<file path="config.mk">
export PLATFORM = sky130hd
export DESIGN_NAME = morse_sample_decoder_core
export DESIGN_NICKNAME = d
export VERILOG_FILES = /design/src/rtl/msd_pkg.sv /design/src/rtl/msd_front.sv /design/src/rtl/msd_evq.sv /design/src/rtl/msd_back.sv /design/src/rtl/morse_sample_decoder_core.sv
export SDC_FILE = /design/constraint.sdc
export NUM_CORES = 1
export LEC_CHECK = 0
export BUFFER_PORTS_ARGS = -buffer_cell sky130_fd_sc_hd__buf_2
export CAP_MARGIN = 40
export CORE_MARGIN = 2
export CORE_UTILIZATION = 25
export DETAILED_ROUTE_END_ITERATION = 8
export PLACE_DENSITY_LB_ADDON = 0.15
export SYNTH_ARGS = -nofsm -noshare
export SYNTH_HDL_FRONTEND = slang
export SYNTH_SLANG_ARGS = --single-unit
</file>
<file path="constraint.sdc">
create_clock -name clk -period 4.2 [get_ports clk]
set_input_delay 0.84 -clock clk [delete_from_list [all_inputs] [get_ports clk]]
set_output_delay 0.84 -clock clk [all_outputs]
set_load 0.01 [all_outputs]
</file>
<file path="src/rtl/msd_pkg.sv">
// Shared types, constants and the letter lookup for the Morse sample decoder.
// No dependencies; every other file in rtl/ imports this package.
package msd_pkg;

  localparam int MAX_SYMBOLS  = 4;
  localparam int LETTER_COUNT = 26;
  localparam int RUN_W        = 6;
  localparam int SYM_CNT_W    = $clog2(MAX_SYMBOLS + 2);
  localparam int LETTER_W     = 7;
  localparam int CFG_IDX_W    = 3;
  localparam int EVQ_DEPTH    = 4;
  localparam int EVQ_AW       = $clog2(EVQ_DEPTH);

  localparam logic [RUN_W-1:0]    RUN_SAT = '1;
  localparam logic [LETTER_W-1:0] ASCII_A = 7'd65;

  localparam logic [RUN_W-1:0] DOT_MAX_RST        = 6'd3;
  localparam logic [RUN_W-1:0] DASH_MIN_RST       = 6'd4;
  localparam logic [RUN_W-1:0] DASH_MAX_RST       = 6'd9;
  localparam logic [RUN_W-1:0] SYMBOL_GAP_MAX_RST = 6'd3;
  localparam logic [RUN_W-1:0] LETTER_GAP_MAX_RST = 6'd9;
  localparam logic [RUN_W-1:0] WORD_GAP_MAX_RST   = 6'd21;

  // Morse pattern per letter A..Z: symbol count, then bits (first symbol
  // highest, dot 0, dash 1).
  localparam logic [SYM_CNT_W-1:0] CODE_LEN [LETTER_COUNT] = '{
    3'd2, 3'd4, 3'd4, 3'd3, 3'd1, 3'd4, 3'd3, 3'd4, 3'd2, 3'd4, 3'd3, 3'd4, 3'd2,
    3'd2, 3'd3, 3'd4, 3'd4, 3'd3, 3'd3, 3'd1, 3'd3, 3'd4, 3'd3, 3'd4, 3'd4, 3'd4
  };
  localparam logic [MAX_SYMBOLS-1:0] CODE_BITS [LETTER_COUNT] = '{
    4'd1, 4'd8, 4'd10, 4'd4, 4'd0, 4'd2, 4'd6, 4'd0, 4'd0, 4'd7, 4'd5, 4'd4, 4'd3,
    4'd2, 4'd7, 4'd6, 4'd13, 4'd2, 4'd0, 4'd1, 4'd1, 4'd1, 4'd3, 4'd9, 4'd11, 4'd12
  };

  typedef enum logic [CFG_IDX_W-1:0] {
    CFG_DOT_MAX        = 3'd0,
    CFG_DASH_MIN       = 3'd1,
    CFG_DASH_MAX       = 3'd2,
    CFG_SYMBOL_GAP_MAX = 3'd3,
    CFG_LETTER_GAP_MAX = 3'd4,
    CFG_WORD_GAP_MAX   = 3'd5
  } cfg_reg_t;

  typedef enum logic {
    ST_IDLE = 1'b0,
    ST_RECV = 1'b1
  } front_state_t;

  typedef struct packed {
    logic [RUN_W-1:0] dot_max;
    logic [RUN_W-1:0] dash_min;
    logic [RUN_W-1:0] dash_max;
    logic [RUN_W-1:0] symbol_gap_max;
    logic [RUN_W-1:0] letter_gap_max;
    logic [RUN_W-1:0] word_gap_max;
  } msd_cfg_t;

  // Letter event handed from the front to the back.
  typedef struct packed {
    logic [MAX_SYMBOLS-1:0] bits;
    logic [SYM_CNT_W-1:0]   count;
    logic                   word_end;
    logic                   frame_end;
  } msd_event_t;

  typedef struct packed {
    logic       valid;
    msd_event_t ev;
  } msd_evq_wr_t;

  function automatic logic [LETTER_W-1:0] lookup_letter(
    input logic [MAX_SYMBOLS-1:0] bits,
    input logic [SYM_CNT_W-1:0]   count
  );
    logic [LETTER_W-1:0] res;
    res = '0;
    if ((count != '0) && (count <= SYM_CNT_W'(MAX_SYMBOLS))) begin
      for (int i = 0; i < LETTER_COUNT; i++) begin
        if ((CODE_LEN[i] == count) && (CODE_BITS[i] == bits)) begin
          res = LETTER_W'(ASCII_A + LETTER_W'(i));
        end
      end
    end
    return res;
  endfunction

endpackage

</file>
<file path="src/rtl/msd_front.sv">
// Front end: run counters, symbol collection and gap classification.
// Depends on msd_pkg; emits letter events towards msd_evq.
module msd_front import msd_pkg::*; (
  input  logic        clk,
  input  logic        rst_n,
  input  msd_cfg_t    cfg,
  input  logic        smp_take,
  input  logic        smp_level,
  output msd_evq_wr_t ev_wr,
  output logic        receiving
);

  front_state_t           state_r, state_nxt;
  logic [RUN_W-1:0]       high_run_r, high_run_nxt;
  logic [RUN_W-1:0]       low_run_r, low_run_nxt;
  logic [MAX_SYMBOLS-1:0] sym_bits_r, sym_bits_nxt;
  logic [SYM_CNT_W-1:0]   sym_cnt_r, sym_cnt_nxt;

  logic [RUN_W-1:0]       high_inc, low_inc;
  logic                   is_dot, is_dash;
  logic [MAX_SYMBOLS-1:0] add_bits;
  logic [SYM_CNT_W-1:0]   add_cnt;
  logic                   gap_letter, gap_word, frame_hit;

  assign high_inc = (high_run_r == RUN_SAT) ? high_run_r : high_run_r + RUN_W'(1);
  assign low_inc  = (low_run_r == RUN_SAT) ? low_run_r : low_run_r + RUN_W'(1);

  // Dot wins when both ranges match.
  assign is_dot  = (high_run_r != '0) && (high_run_r <= cfg.dot_max);
  assign is_dash = (high_run_r != '0) && !is_dot && (high_run_r >= cfg.dash_min) &&
                   (high_run_r <= cfg.dash_max);

  always_comb begin
    add_bits = sym_bits_r;
    add_cnt  = sym_cnt_r;
    if (is_dot || is_dash) begin
      if (sym_cnt_r < SYM_CNT_W'(MAX_SYMBOLS)) begin
        add_bits = {sym_bits_r[MAX_SYMBOLS-2:0], is_dash};
        add_cnt  = sym_cnt_r + SYM_CNT_W'(1);
      end else begin
        add_cnt  = SYM_CNT_W'(MAX_SYMBOLS + 1);
      end
    end
  end

  assign gap_letter = (low_run_r > cfg.symbol_gap_max) && (low_run_r <= cfg.letter_gap_max);
  assign gap_word   = (low_run_r > cfg.symbol_gap_max) && !gap_letter &&
                      (low_run_r <= cfg.word_gap_max);
  assign frame_hit  = (low_inc > cfg.word_gap_max) || (low_inc == RUN_SAT);

  always_comb begin
    state_nxt = state_r;
    unique case (state_r)
      ST_IDLE: begin
        if (smp_take && smp_level) begin
          state_nxt = ST_RECV;
        end
      end
      ST_RECV: begin
        if (smp_take && !smp_level && frame_hit) begin
          state_nxt = ST_IDLE;
        end
      end
      default: state_nxt = ST_IDLE;
    endcase
  end

  always_comb begin
    high_run_nxt = high_run_r;
    low_run_nxt  = low_run_r;
    sym_bits_nxt = sym_bits_r;
    sym_cnt_nxt  = sym_cnt_r;
    ev_wr        = '0;
    unique case (state_r)
      ST_IDLE: begin
        if (smp_take && smp_level) begin
          high_run_nxt = RUN_W'(1);
          low_run_nxt  = '0;
        end
      end
      ST_RECV: begin
        if (smp_take && smp_level) begin
          high_run_nxt = high_inc;
          low_run_nxt  = '0;
          if (gap_letter || gap_word) begin
            ev_wr.valid        = 1'b1;
            ev_wr.ev.bits      = sym_bits_r;
            ev_wr.ev.count     = sym_cnt_r;
            ev_wr.ev.word_end  = gap_word;
            sym_bits_nxt       = '0;
            sym_cnt_nxt        = '0;
          end
        end else if (smp_take) begin
          sym_bits_nxt = add_bits;
          sym_cnt_nxt  = add_cnt;
          high_run_nxt = '0;
          low_run_nxt  = low_inc;
          if (frame_hit) begin
            // Flush the pending letter and drop back to idle.
            ev_wr.valid        = 1'b1;
            ev_wr.ev.bits      = add_bits;
            ev_wr.ev.count     = add_cnt;
            ev_wr.ev.word_end  = 1'b1;
            ev_wr.ev.frame_end = 1'b1;
            sym_bits_nxt       = '0;
            sym_cnt_nxt        = '0;
            low_run_nxt        = '0;
          end
        end
      end
      default: ;
    endcase
  end

  always_ff @(posedge clk) begin
    if (!rst_n) begin
      state_r    <= ST_IDLE;
      high_run_r <= '0;
      low_run_r  <= '0;
      sym_bits_r <= '0;
      sym_cnt_r  <= '0;
    end else begin
      state_r    <= state_nxt;
      high_run_r <= high_run_nxt;
      low_run_r  <= low_run_nxt;
      sym_bits_r <= sym_bits_nxt;
      sym_cnt_r  <= sym_cnt_nxt;
    end
  end

  assign receiving = (state_r == ST_RECV);

endmodule

</file>
<file path="src/rtl/msd_evq.sv">
// Short event queue between the front and back ends.
// Depends on msd_pkg for the event type and depth.
module msd_evq import msd_pkg::*; (
  input  logic        clk,
  input  logic        rst_n,
  input  msd_evq_wr_t wr,
  input  logic        rd_pop,
  output logic        rd_valid,
  output msd_event_t  rd_ev,
  output logic        full
);

  msd_event_t        mem_r [EVQ_DEPTH];
  logic [EVQ_AW-1:0] wr_ptr_r, wr_ptr_nxt;
  logic [EVQ_AW-1:0] rd_ptr_r, rd_ptr_nxt;
  logic [EVQ_AW:0]   cnt_r, cnt_nxt;
  logic              do_push, do_pop;

  assign do_push  = wr.valid && !full;
  assign do_pop   = rd_pop && rd_valid;
  assign rd_valid = (cnt_r != '0);
  assign full     = (cnt_r == (EVQ_AW+1)'(EVQ_DEPTH));
  assign rd_ev    = mem_r[rd_ptr_r];

  always_comb begin
    wr_ptr_nxt = do_push ? wr_ptr_r + EVQ_AW'(1) : wr_ptr_r;
    rd_ptr_nxt = do_pop ? rd_ptr_r + EVQ_AW'(1) : rd_ptr_r;
    cnt_nxt    = cnt_r;
    if (do_push && !do_pop) begin
      cnt_nxt = cnt_r + (EVQ_AW+1)'(1);
    end else if (do_pop && !do_push) begin
      cnt_nxt = cnt_r - (EVQ_AW+1)'(1);
    end
  end

  always_ff @(posedge clk) begin
    if (do_push) begin
      mem_r[wr_ptr_r] <= wr.ev;
    end
  end

  always_ff @(posedge clk) begin
    if (!rst_n) begin
      wr_ptr_r <= '0;
      rd_ptr_r <= '0;
      cnt_r    <= '0;
    end else begin
      wr_ptr_r <= wr_ptr_nxt;
      rd_ptr_r <= rd_ptr_nxt;
      cnt_r    <= cnt_nxt;
    end
  end

endmodule

</file>
<file path="src/rtl/msd_back.sv">
// Back end: letter table lookup into the result register.
// Depends on msd_pkg for lookup_letter and the event type.
module msd_back import msd_pkg::*; (
  input  logic                clk,
  input  logic                rst_n,
  input  logic                ev_valid,
  input  msd_event_t          ev,
  output logic                ev_pop,
  output logic                out_empty,
  input  logic                out_pop,
  output logic [LETTER_W-1:0] out_letter,
  output logic                out_word_end,
  output logic                out_frame_end
);

  logic                out_valid_r, out_valid_nxt;
  logic [LETTER_W-1:0] letter_r;
  logic                word_end_r, frame_end_r;

  // Load whenever the result register is free or being drained.
  assign ev_pop        = ev_valid && (!out_valid_r || out_pop);
  assign out_valid_nxt = ev_pop || (out_valid_r && !out_pop);

  always_ff @(posedge clk) begin
    if (ev_pop) begin
      letter_r    <= lookup_letter(ev.bits, ev.count);
      word_end_r  <= ev.word_end;
      frame_end_r <= ev.frame_end;
    end
  end

  always_ff @(posedge clk) begin
    if (!rst_n) begin
      out_valid_r <= 1'b0;
    end else begin
      out_valid_r <= out_valid_nxt;
    end
  end

  assign out_empty     = !out_valid_r;
  assign out_letter    = letter_r;
  assign out_word_end  = word_end_r;
  assign out_frame_end = frame_end_r;

endmodule

</file>
<file path="src/rtl/morse_sample_decoder_core.sv">
// Morse sample decoder top level: config registers, front end, event queue, back end.
// Depends on msd_pkg, msd_front, msd_evq and msd_back.
// Throughput: one line sample accepted every cycle; in_full rises only when the
//   four-entry event queue is full because results are not being popped.
// A letter's event is written into the event queue on the transfer of the sample that
//   ends it, then loaded into the result register before it shows on the result ports.
// Reset (rst_n low at a clock edge): idle, event queue and result register empty, registers back to defaults.
module morse_sample_decoder_core import msd_pkg::*; (
  input  logic                 clk,
  input  logic                 rst_n,
  input  logic                 in_push,
  output logic                 in_full,
  input  logic                 in_level,
  output logic                 out_empty,
  input  logic                 out_pop,
  output logic [LETTER_W-1:0]  out_letter,
  output logic                 out_word_end,
  output logic                 out_frame_end,
  input  logic                 cfg_valid,
  output logic                 cfg_ready,
  input  logic [CFG_IDX_W-1:0] cfg_index,
  input  logic [RUN_W-1:0]     cfg_data
);

  msd_cfg_t        cfg_r, cfg_nxt;
  msd_evq_wr_t     ev_wr;
  msd_event_t      q_ev;
  logic            q_full;
  logic            front_receiving;
  logic            smp_take;
  logic            q_valid, q_pop;

  // Configuration transfers are always taken; unknown indexes are dropped.
  assign cfg_ready = 1'b1;

  always_comb begin
    cfg_nxt = cfg_r;
    if (cfg_valid && cfg_ready) begin
      unique case (cfg_index)
        CFG_DOT_MAX:        cfg_nxt.dot_max        = cfg_data;
        CFG_DASH_MIN:       cfg_nxt.dash_min       = cfg_data;
        CFG_DASH_MAX:       cfg_nxt.dash_max       = cfg_data;
        CFG_SYMBOL_GAP_MAX: cfg_nxt.symbol_gap_max = cfg_data;
        CFG_LETTER_GAP_MAX: cfg_nxt.letter_gap_max = cfg_data;
        CFG_WORD_GAP_MAX:   cfg_nxt.word_gap_max   = cfg_data;
        default:            cfg_nxt = cfg_r;
      endcase
    end
  end

  always_ff @(posedge clk) begin
    if (!rst_n) begin
      cfg_r.dot_max        <= DOT_MAX_RST;
      cfg_r.dash_min       <= DASH_MIN_RST;
      cfg_r.dash_max       <= DASH_MAX_RST;
      cfg_r.symbol_gap_max <= SYMBOL_GAP_MAX_RST;
      cfg_r.letter_gap_max <= LETTER_GAP_MAX_RST;
      cfg_r.word_gap_max   <= WORD_GAP_MAX_RST;
    end else begin
      cfg_r <= cfg_nxt;
    end
  end

  // Hold off samples while the event queue cannot take a possible letter.
  assign in_full  = q_full;
  assign smp_take = in_push && !in_full;

  msd_front u_front (
    .clk       (clk),
    .rst_n     (rst_n),
    .cfg       (cfg_r),
    .smp_take  (smp_take),
    .smp_level (in_level),
    .ev_wr     (ev_wr),
    .receiving (front_receiving)
  );

  msd_evq u_evq (
    .clk      (clk),
    .rst_n    (rst_n),
    .wr       (ev_wr),
    .rd_pop   (q_pop),
    .rd_valid (q_valid),
    .rd_ev    (q_ev),
    .full     (q_full)
  );

  msd_back u_back (
    .clk           (clk),
    .rst_n         (rst_n),
    .ev_valid      (q_valid),
    .ev            (q_ev),
    .ev_pop        (q_pop),
    .out_empty     (out_empty),
    .out_pop       (out_pop),
    .out_letter    (out_letter),
    .out_word_end  (out_word_end),
    .out_frame_end (out_frame_end)
  );

  // A frame end always closes a word.
  assert property (@(posedge clk) disable iff (!rst_n)
    (!out_empty && out_frame_end) |-> out_word_end)
    else $error("frame end result without word end");

  // A shown letter is either no match or one of A..Z.
  assert property (@(posedge clk) disable iff (!rst_n)
    !out_empty |-> ((out_letter == '0) ||
                    ((out_letter >= ASCII_A) &&
                     (out_letter < LETTER_W'(ASCII_A + LETTER_W'(LETTER_COUNT))))))
    else $error("letter code out of range");

  // Flushing the frame returns the front end to idle.
  assert property (@(posedge clk) disable iff (!rst_n)
    (ev_wr.valid && ev_wr.ev.frame_end) |=> !front_receiving)
    else $error("front end still receiving after frame end");

  // Letter events are only raised while inside a frame.
  assert property (@(posedge clk) disable iff (!rst_n)
    ev_wr.valid |-> front_receiving)
    else $error("letter event while idle");

endmodule
</file>
# [Yosys cells after proc, flatten, opt, wreduce, memory -nomap -nowiden]
# Memory sizes are Yosys's and may differ from the RTL's. A register that Yosys moved wholly into a read port is not among the register bits.
# Index checks and enable logic that the tools add are counted.
[totals] register_bits=73 ram_bits=36 in_bits=15 out_inout_bits=12 mem_count=1
[mem_list] name="u_evq.mem_r" words=4 word_bits=9 rd=1 rd_ports_with_merged_regs=1 wr=1 line_no="msd_evq.sv:13" text="msd_event_t mem_r [EVQ_DEPTH];"
[op_classes] addsub=7 n_lt_le_gt_ge=9 n_eq_ne=30 mux=64 n_bitwise=2 n_reduce_logical=76
[ops] operator="2-to-1 mux 7 bit" count=26
[ops] operator="2-to-1 mux 6 bit" count=9
[ops] operator="logical AND 1 bit" count=44
[ops] operator="2-to-1 mux 10 bit" count=3
[ops] operator="OR reduction 26 bit" count=1
[ops] operator="equality test 4 bit, first input constant" count=6
[ops] operator="<= comparator 6 bit" count=4
[ops] operator="2-to-1 mux 3 bit" count=8
[ops] operator="2-to-1 mux 4 bit" count=6
[ops] operator="one-hot mux 6 bit (2 select lines)" count=2
[ops] operator="equality test 6 bit, second input constant" count=3
[ops] operator="2-to-1 mux 9 bit" count=2
[ops] operator="equality test 3 x 4 -> 1 bit, first input constant" count=4
[ops] operator="AND reduction 2 bit" count=7
[ops] operator="adder 6 x 1 -> 6 bit, second input constant" count=2
[ops] operator="> comparator 6 bit" count=2
[ops] operator="equality test 3 bit, second input constant" count=3
[ops] operator="equality test 2 x 4 -> 1 bit, first input constant" count=2
[ops] operator="zero test 1 bit" count=8
[ops] operator="adder 3 x 1 -> 3 bit, second input constant" count=2
[ops] operator="equality test 2 x 3 -> 1 bit, first input constant" count=2
[ops] operator="equality test 3 x 2 -> 1 bit, second input constant" count=2
[ops] operator=">= comparator 6 bit" count=1
[ops] operator="AND reduction 3 bit" count=2
[ops] operator="24 further kinds" count=37

# [Logic depth before layout (Yosys ltp)]
[depth] ltp_word=28 depth_mapped=18 mapped_depth_nobuf=17

# [Hierarchy]
# Synthesis repeated with hierarchy kept, for this count alone.
[unflattened] cells_unflattened=636 area_unflattened_um2=6319.8
[by_module_without_submodules] module="msd_front" n_inst=1 cells_each=291 area_each_um2=2217.1 seq_area_each_um2=400.4
[by_module_without_submodules] module="msd_evq" n_inst=1 cells_each=95 area_each_um2=1784.2 seq_area_each_um2=1261.2
[by_module_without_submodules] module="morse_sample_decoder_core" n_inst=1 cells_each=140 area_each_um2=1441.4 seq_area_each_um2=720.7
[by_module_without_submodules] module="msd_back" n_inst=1 cells_each=110 area_each_um2=877.1 seq_area_each_um2=260.2

# [Worst setup path before layout]
# Ideal clock, no wire load.
[synth_timing] path_kind="register -> register" startpoint="register u_front.low_run_r[1]" endpoint="register u_evq.cnt_r[2]" setup_ns=0.076 arrival_time_ns=3.596 required_ns=4.124 slack_ns=0.529 path_stages_with_launch=18 path_buffers=1 path_cell_list="dfxtp_1 ha_1 and3_1 nand3_1 mux2_2 ha_1 nand3b_1 a21oi_1 o21ai_0 nand3b_1 o211a_1 buf_2 ha_1 inv_1 fa_1 xor2_1 or3_1 a21boi_0"
[synth_via] elab_chain_len=13 elab_cells_between_ends=25 classes_between="add/sub: 1; order compare: 4; eq/ne: 2; mux: 7; reduce/logical: 11"
[synth_rtl] element="start, declared" line_no="msd_front.sv:15" text="logic [RUN_W-1:0] low_run_r, low_run_nxt;"
[synth_rtl] element="start signal, assigned" line_no="msd_front.sv:125" text="low_run_r <= low_run_nxt;"
[synth_rtl] element="branches (longest 7 deep; another with adder 6 x 1 -> 6 bit)"
[synth_rtl] element="2-to-1 mux 9 bit *" line_no="msd_front.sv:82" text="if (smp_take && smp_level) begin"
[synth_rtl] element="2-to-1 mux 10 bit *" line_no="msd_front.sv:74" text="unique case (state_r)"
[synth_rtl] element="logical AND 1 bit *" line_no="msd_evq.sv:19" text="assign do_push = wr.valid && !full;"
[synth_rtl] element="via u_evq.do_push" line_no="msd_evq.sv:17" text="logic do_push, do_pop;"
[synth_rtl] element="zero test 1 bit" line_no="msd_evq.sv:31" text="end else if (do_pop && !do_push) begin"
[synth_rtl] element="logical AND 1 bit" line_no="msd_evq.sv:31"
[synth_rtl] element="nonzero test 2 bit (no source line)"
[synth_rtl] element="end signal, assigned" line_no="msd_evq.sv:50" text="cnt_r <= cnt_nxt;"
[synth_rtl] element="end, declared" line_no="msd_evq.sv:16" text="logic [EVQ_AW:0] cnt_r, cnt_nxt;"
# Mark *: on every way through the listed nets, which the timed path passes.
# A chain may end at the register's enable or synchronous reset.

# [Worst setup path in the final report]
[layout_timing] startpoint="register u_front.low_run_r[0]" endpoint="register u_evq.cnt_r[2]"
[layout_via] elab_chain_len=13 elab_cells_between_ends=25 classes_between="add/sub: 1; order compare: 4; eq/ne: 2; mux: 7; reduce/logical: 11"
[layout_rtl] element="branches (longest 7 deep; another with adder 6 x 1 -> 6 bit)"
[layout_rtl] element="2-to-1 mux 9 bit *" line_no="msd_front.sv:82"
[layout_rtl] element="2-to-1 mux 10 bit *" line_no="msd_front.sv:74"
[layout_rtl] element="logical AND 1 bit *" line_no="msd_evq.sv:19"
[layout_rtl] element="zero test 1 bit" line_no="msd_evq.sv:31"
[layout_rtl] element="logical AND 1 bit" line_no="msd_evq.sv:31"
[layout_rtl] element="nonzero test 2 bit (no source line)"
# Mark *: on every way between the ends.

==> impl_metrics.ini <==
[outcome]
status = finished clean

[cts]
insertion_delay_ns = 0.35
cts_setup_buffers = 0
cts_sinks = 110
cts_tree = yes
htreeDepth = 3
clockBufferDepth = 2
postCtsResizedCells = 0
cts_root_buf = clkbuf_16
cts_buffers = 9
clk_pin_slew_ns = 0.07
hold_buffers = 0

[pwr]
power_density_nw_per_um2 = 395.9
p_leak_nw = 2.675
irDropWorstVdd_uv = 181.3

[final_layout]
final_cells = 985
antenna_cells = 0
syn_to_final_growth_pct = 12.30
layout-drive-gt1-share_pct = 10.44
fin_nets = 724
fin_area_sq_um = 7047
finish.utilization_pct = 28.81

[drt]
dr.pass1.iters = 4
drt_wl_total_mm = 15.17
drc = 0
via_per_inst = 4.758
wl_per_cell_um = 15.41
ant_nets = 0
vias = 4687
drt_iter0_drc = 254

[worst_setup_path]
r2r_end = u_evq.cnt_r[2]
endpoint = u_evq.cnt_r[2]
critPathArrivalTime_ns = 4.18
worstSetupEndpointType = register
reg2reg_setup_slack_ns = 0.30
rr_startpoint = u_front.low_run_r[0]
cp-start-kind = register
worst-setup-path-type = reg2reg
reg2reg_depth = 16
cp_max_fo = 8
timing.critical_path.from = u_front.low_run_r[0]
cp.required_ns = 4.48

[sta]
finalMaxSlewViolations = 0
clock-skew-final_ns = 0.006585
fin_ws_ns = 0.2964
tightestPinTransition_ns = 0.7900
hold_viol_final = 0
fmax_mhz = 256.2
setup_tns_ns = 0
setup_viol_count_final = 0
post-route-period-util_pct = 92.94
post-route-min-period_ns = 3.904
relSlewSlack_pct = 46.98

[logic_synthesis]
syn_nets = 701
synth_edf_count = 44
synth_cell_type_count = 69
ys_seq_area_share_pct = 42.11
synth_area_leaders = dfxtp_1 21%, edfxtp_1 21%, ha_1 10%, mux2i_1 4.8%, nor2b_1 3.6%
syn_area_sq_um = 6275
synthTopCellsByCount = 66 x dfxtp_1, 56 x nand2_1, 52 x ha_1
synth_warnings = 0
syn_inst = 633
yosys.area.top_type = dfxtp_1
avgSynthCellArea_sq_um = 9.913
yosysMostFrequentCell = dfxtp_1
synth_top_area_share_pct = 21.06
ys_seq_elements = 110
synthArstFlopShare_pct = 0
synth_flop_cell = dfxtp_1

[placement]
placed_cell_area_sq_um = 6769
port_buffers = 24
dp_cells = 969
place_ws_ns = 0.2553
dpl.hpwl_mm = 11.52
globalplace.congestion = 0.8207

[grt]
grt_first_pass_wirelength_mm = 24.14
antenna_found_initial = 0
grtUsageTotal_pct = 11.76
grt_pass1_vias = 4538
grt_max_degree = 43
overflow = 0

[die]
core_area_sq_um = 24460
floorplan.rows = 57
pin_count = 27
die_y_um = 162.4
die-area_sq_um = 26380
start_util_pct = 25.65
die_x_um = 162.4

[min_path]
worstHoldStart = cfg_r[17]
min_path_type = reg2reg

[run]
maxCapViolCount = 0
[layer usage]
metal	wire length, um	track usage (%)
met1	6522	13.71
met2	7804	21.35
met3	472	2.266
met4	375	4.385
met5	0	0
[worst max-delay path, stage by stage (launching register included)]
cell,delay (ns)
dfxtp_1,0.46
ha_2,0.28
and3_1,0.20
nand3_1,0.21
mux2_2,0.36
ha_1,0.31
nand3b_1,0.08
a21oi_1,0.13
o21ai_0,0.15
nand3b_1,0.13
o211a_1,0.22
ha_1,0.21
inv_1,0.06
fa_1,0.37
xor2_1,0.18
or3_1,0.30
a21boi_0,0.17
[cell usage in the layout, fill, tap and decap left out, types with 4 or more instances in the layout]
cell	n
mux2i_1	30
xnor2_1	5
o21ai_0	21
a31oi_1	5
o22ai_1	6
edfxtp_1	44
o211ai_1	6
o21a_1	6
nor2_1	32
a21oi_1	23
buf_2	24
a21o_1	5
or3_1	4
dfxtp_1	65
mux4_2	8
ha_1	51
o221ai_1	5
nand4_1	10
and2_1	14
inv_1	48
a22oi_1	7
buf_4	9
a21boi_0	9
nor3_1	8
nor2b_1	36
nand2_1	56
nand2b_1	13
and3_1	8
nand3_1	18
a41oi_1	4
xor2_1	7
clkbuf_16	9
[how the worst min path moves through the flow]
| stage | end | slack, ns | cells after the start |
|---|---|---|---|
| 6_report | cfg_r[17] | 0.47 | 2 |
| 5_1_grt | cfg_r[15] | 0.49 | 2 |
| 4_1_cts | cfg_r[17] | 0.47 | 2 |
| 3_5_place_dp | cfg_r[17] | 0.46 | 2 |
| 3_3_place_gp | cfg_r[16] | 0.46 | 2 |
| 2_1_floorplan | cfg_r[14] | 0.44 | 2 |
[registers in the layout, indices dropped and copies added, names as in the netlist, named ones only]
signal                flops
u_back.out_frame_end      1
u_back.out_word_end       1
u_front.sym_cnt_r         3
u_front.sym_bits_r        4
u_back.out_valid_r        1
u_evq.rd_ptr_r            2
u_evq.wr_ptr_r            2
u_front.receiving         1
u_front.high_run_r        6
u_evq.cnt_r               3
u_front.low_run_r         6
cfg_r                    36
u_back.out_letter         6
u_evq.mem_r              36
[per-stage QoR]
| stage | hold WS (ns) | total power, mW |
|---|---|---|
| after floorplan | 0.4435 | 1.793 |
| after global placement | 0.4608 | 2.008 |
| after detailed placement | 0.4594 | 2.019 |
| after CTS | 0.4696 | 2.843 |
| after global routing | 0.4903 | 2.963 |
| final | 0.4653 | 2.790 |
[layout make-up]
cell class,instances,area [sq um]
flip-flops and latches,110,2644
clock buffers,9,225.2
multi-input cells,454,3356
clock inverters,7,48.80
repair buffers,33,187.7
fillers,2540,17420
inverters,48,180.2
well taps,324,405.4
[cells by family after synthesis]
| group | share of synthesized area (%) |
|---|---|
| other cells | 0.1197 |
| flops | 42.11 |
| buf+inv | 4.447 |
| simple gates | 18.62 |
| mux | 8.614 |
| fa+ha+maj | 10.69 |
| compound gates | 13.72 |
| xor+xnor | 1.675 |
[report_power, final]
| part | switching [mW] | leakage (nW) | internal (mW) |
|---|---|---|---|
| registers | 0.0481 | 0.931 | 1.21 |
| clock network | 0.404 | 0.133 | 0.405 |
| logic | 0.436 | 1.61 | 0.291 |
Power figures use the tool's default switching activity.
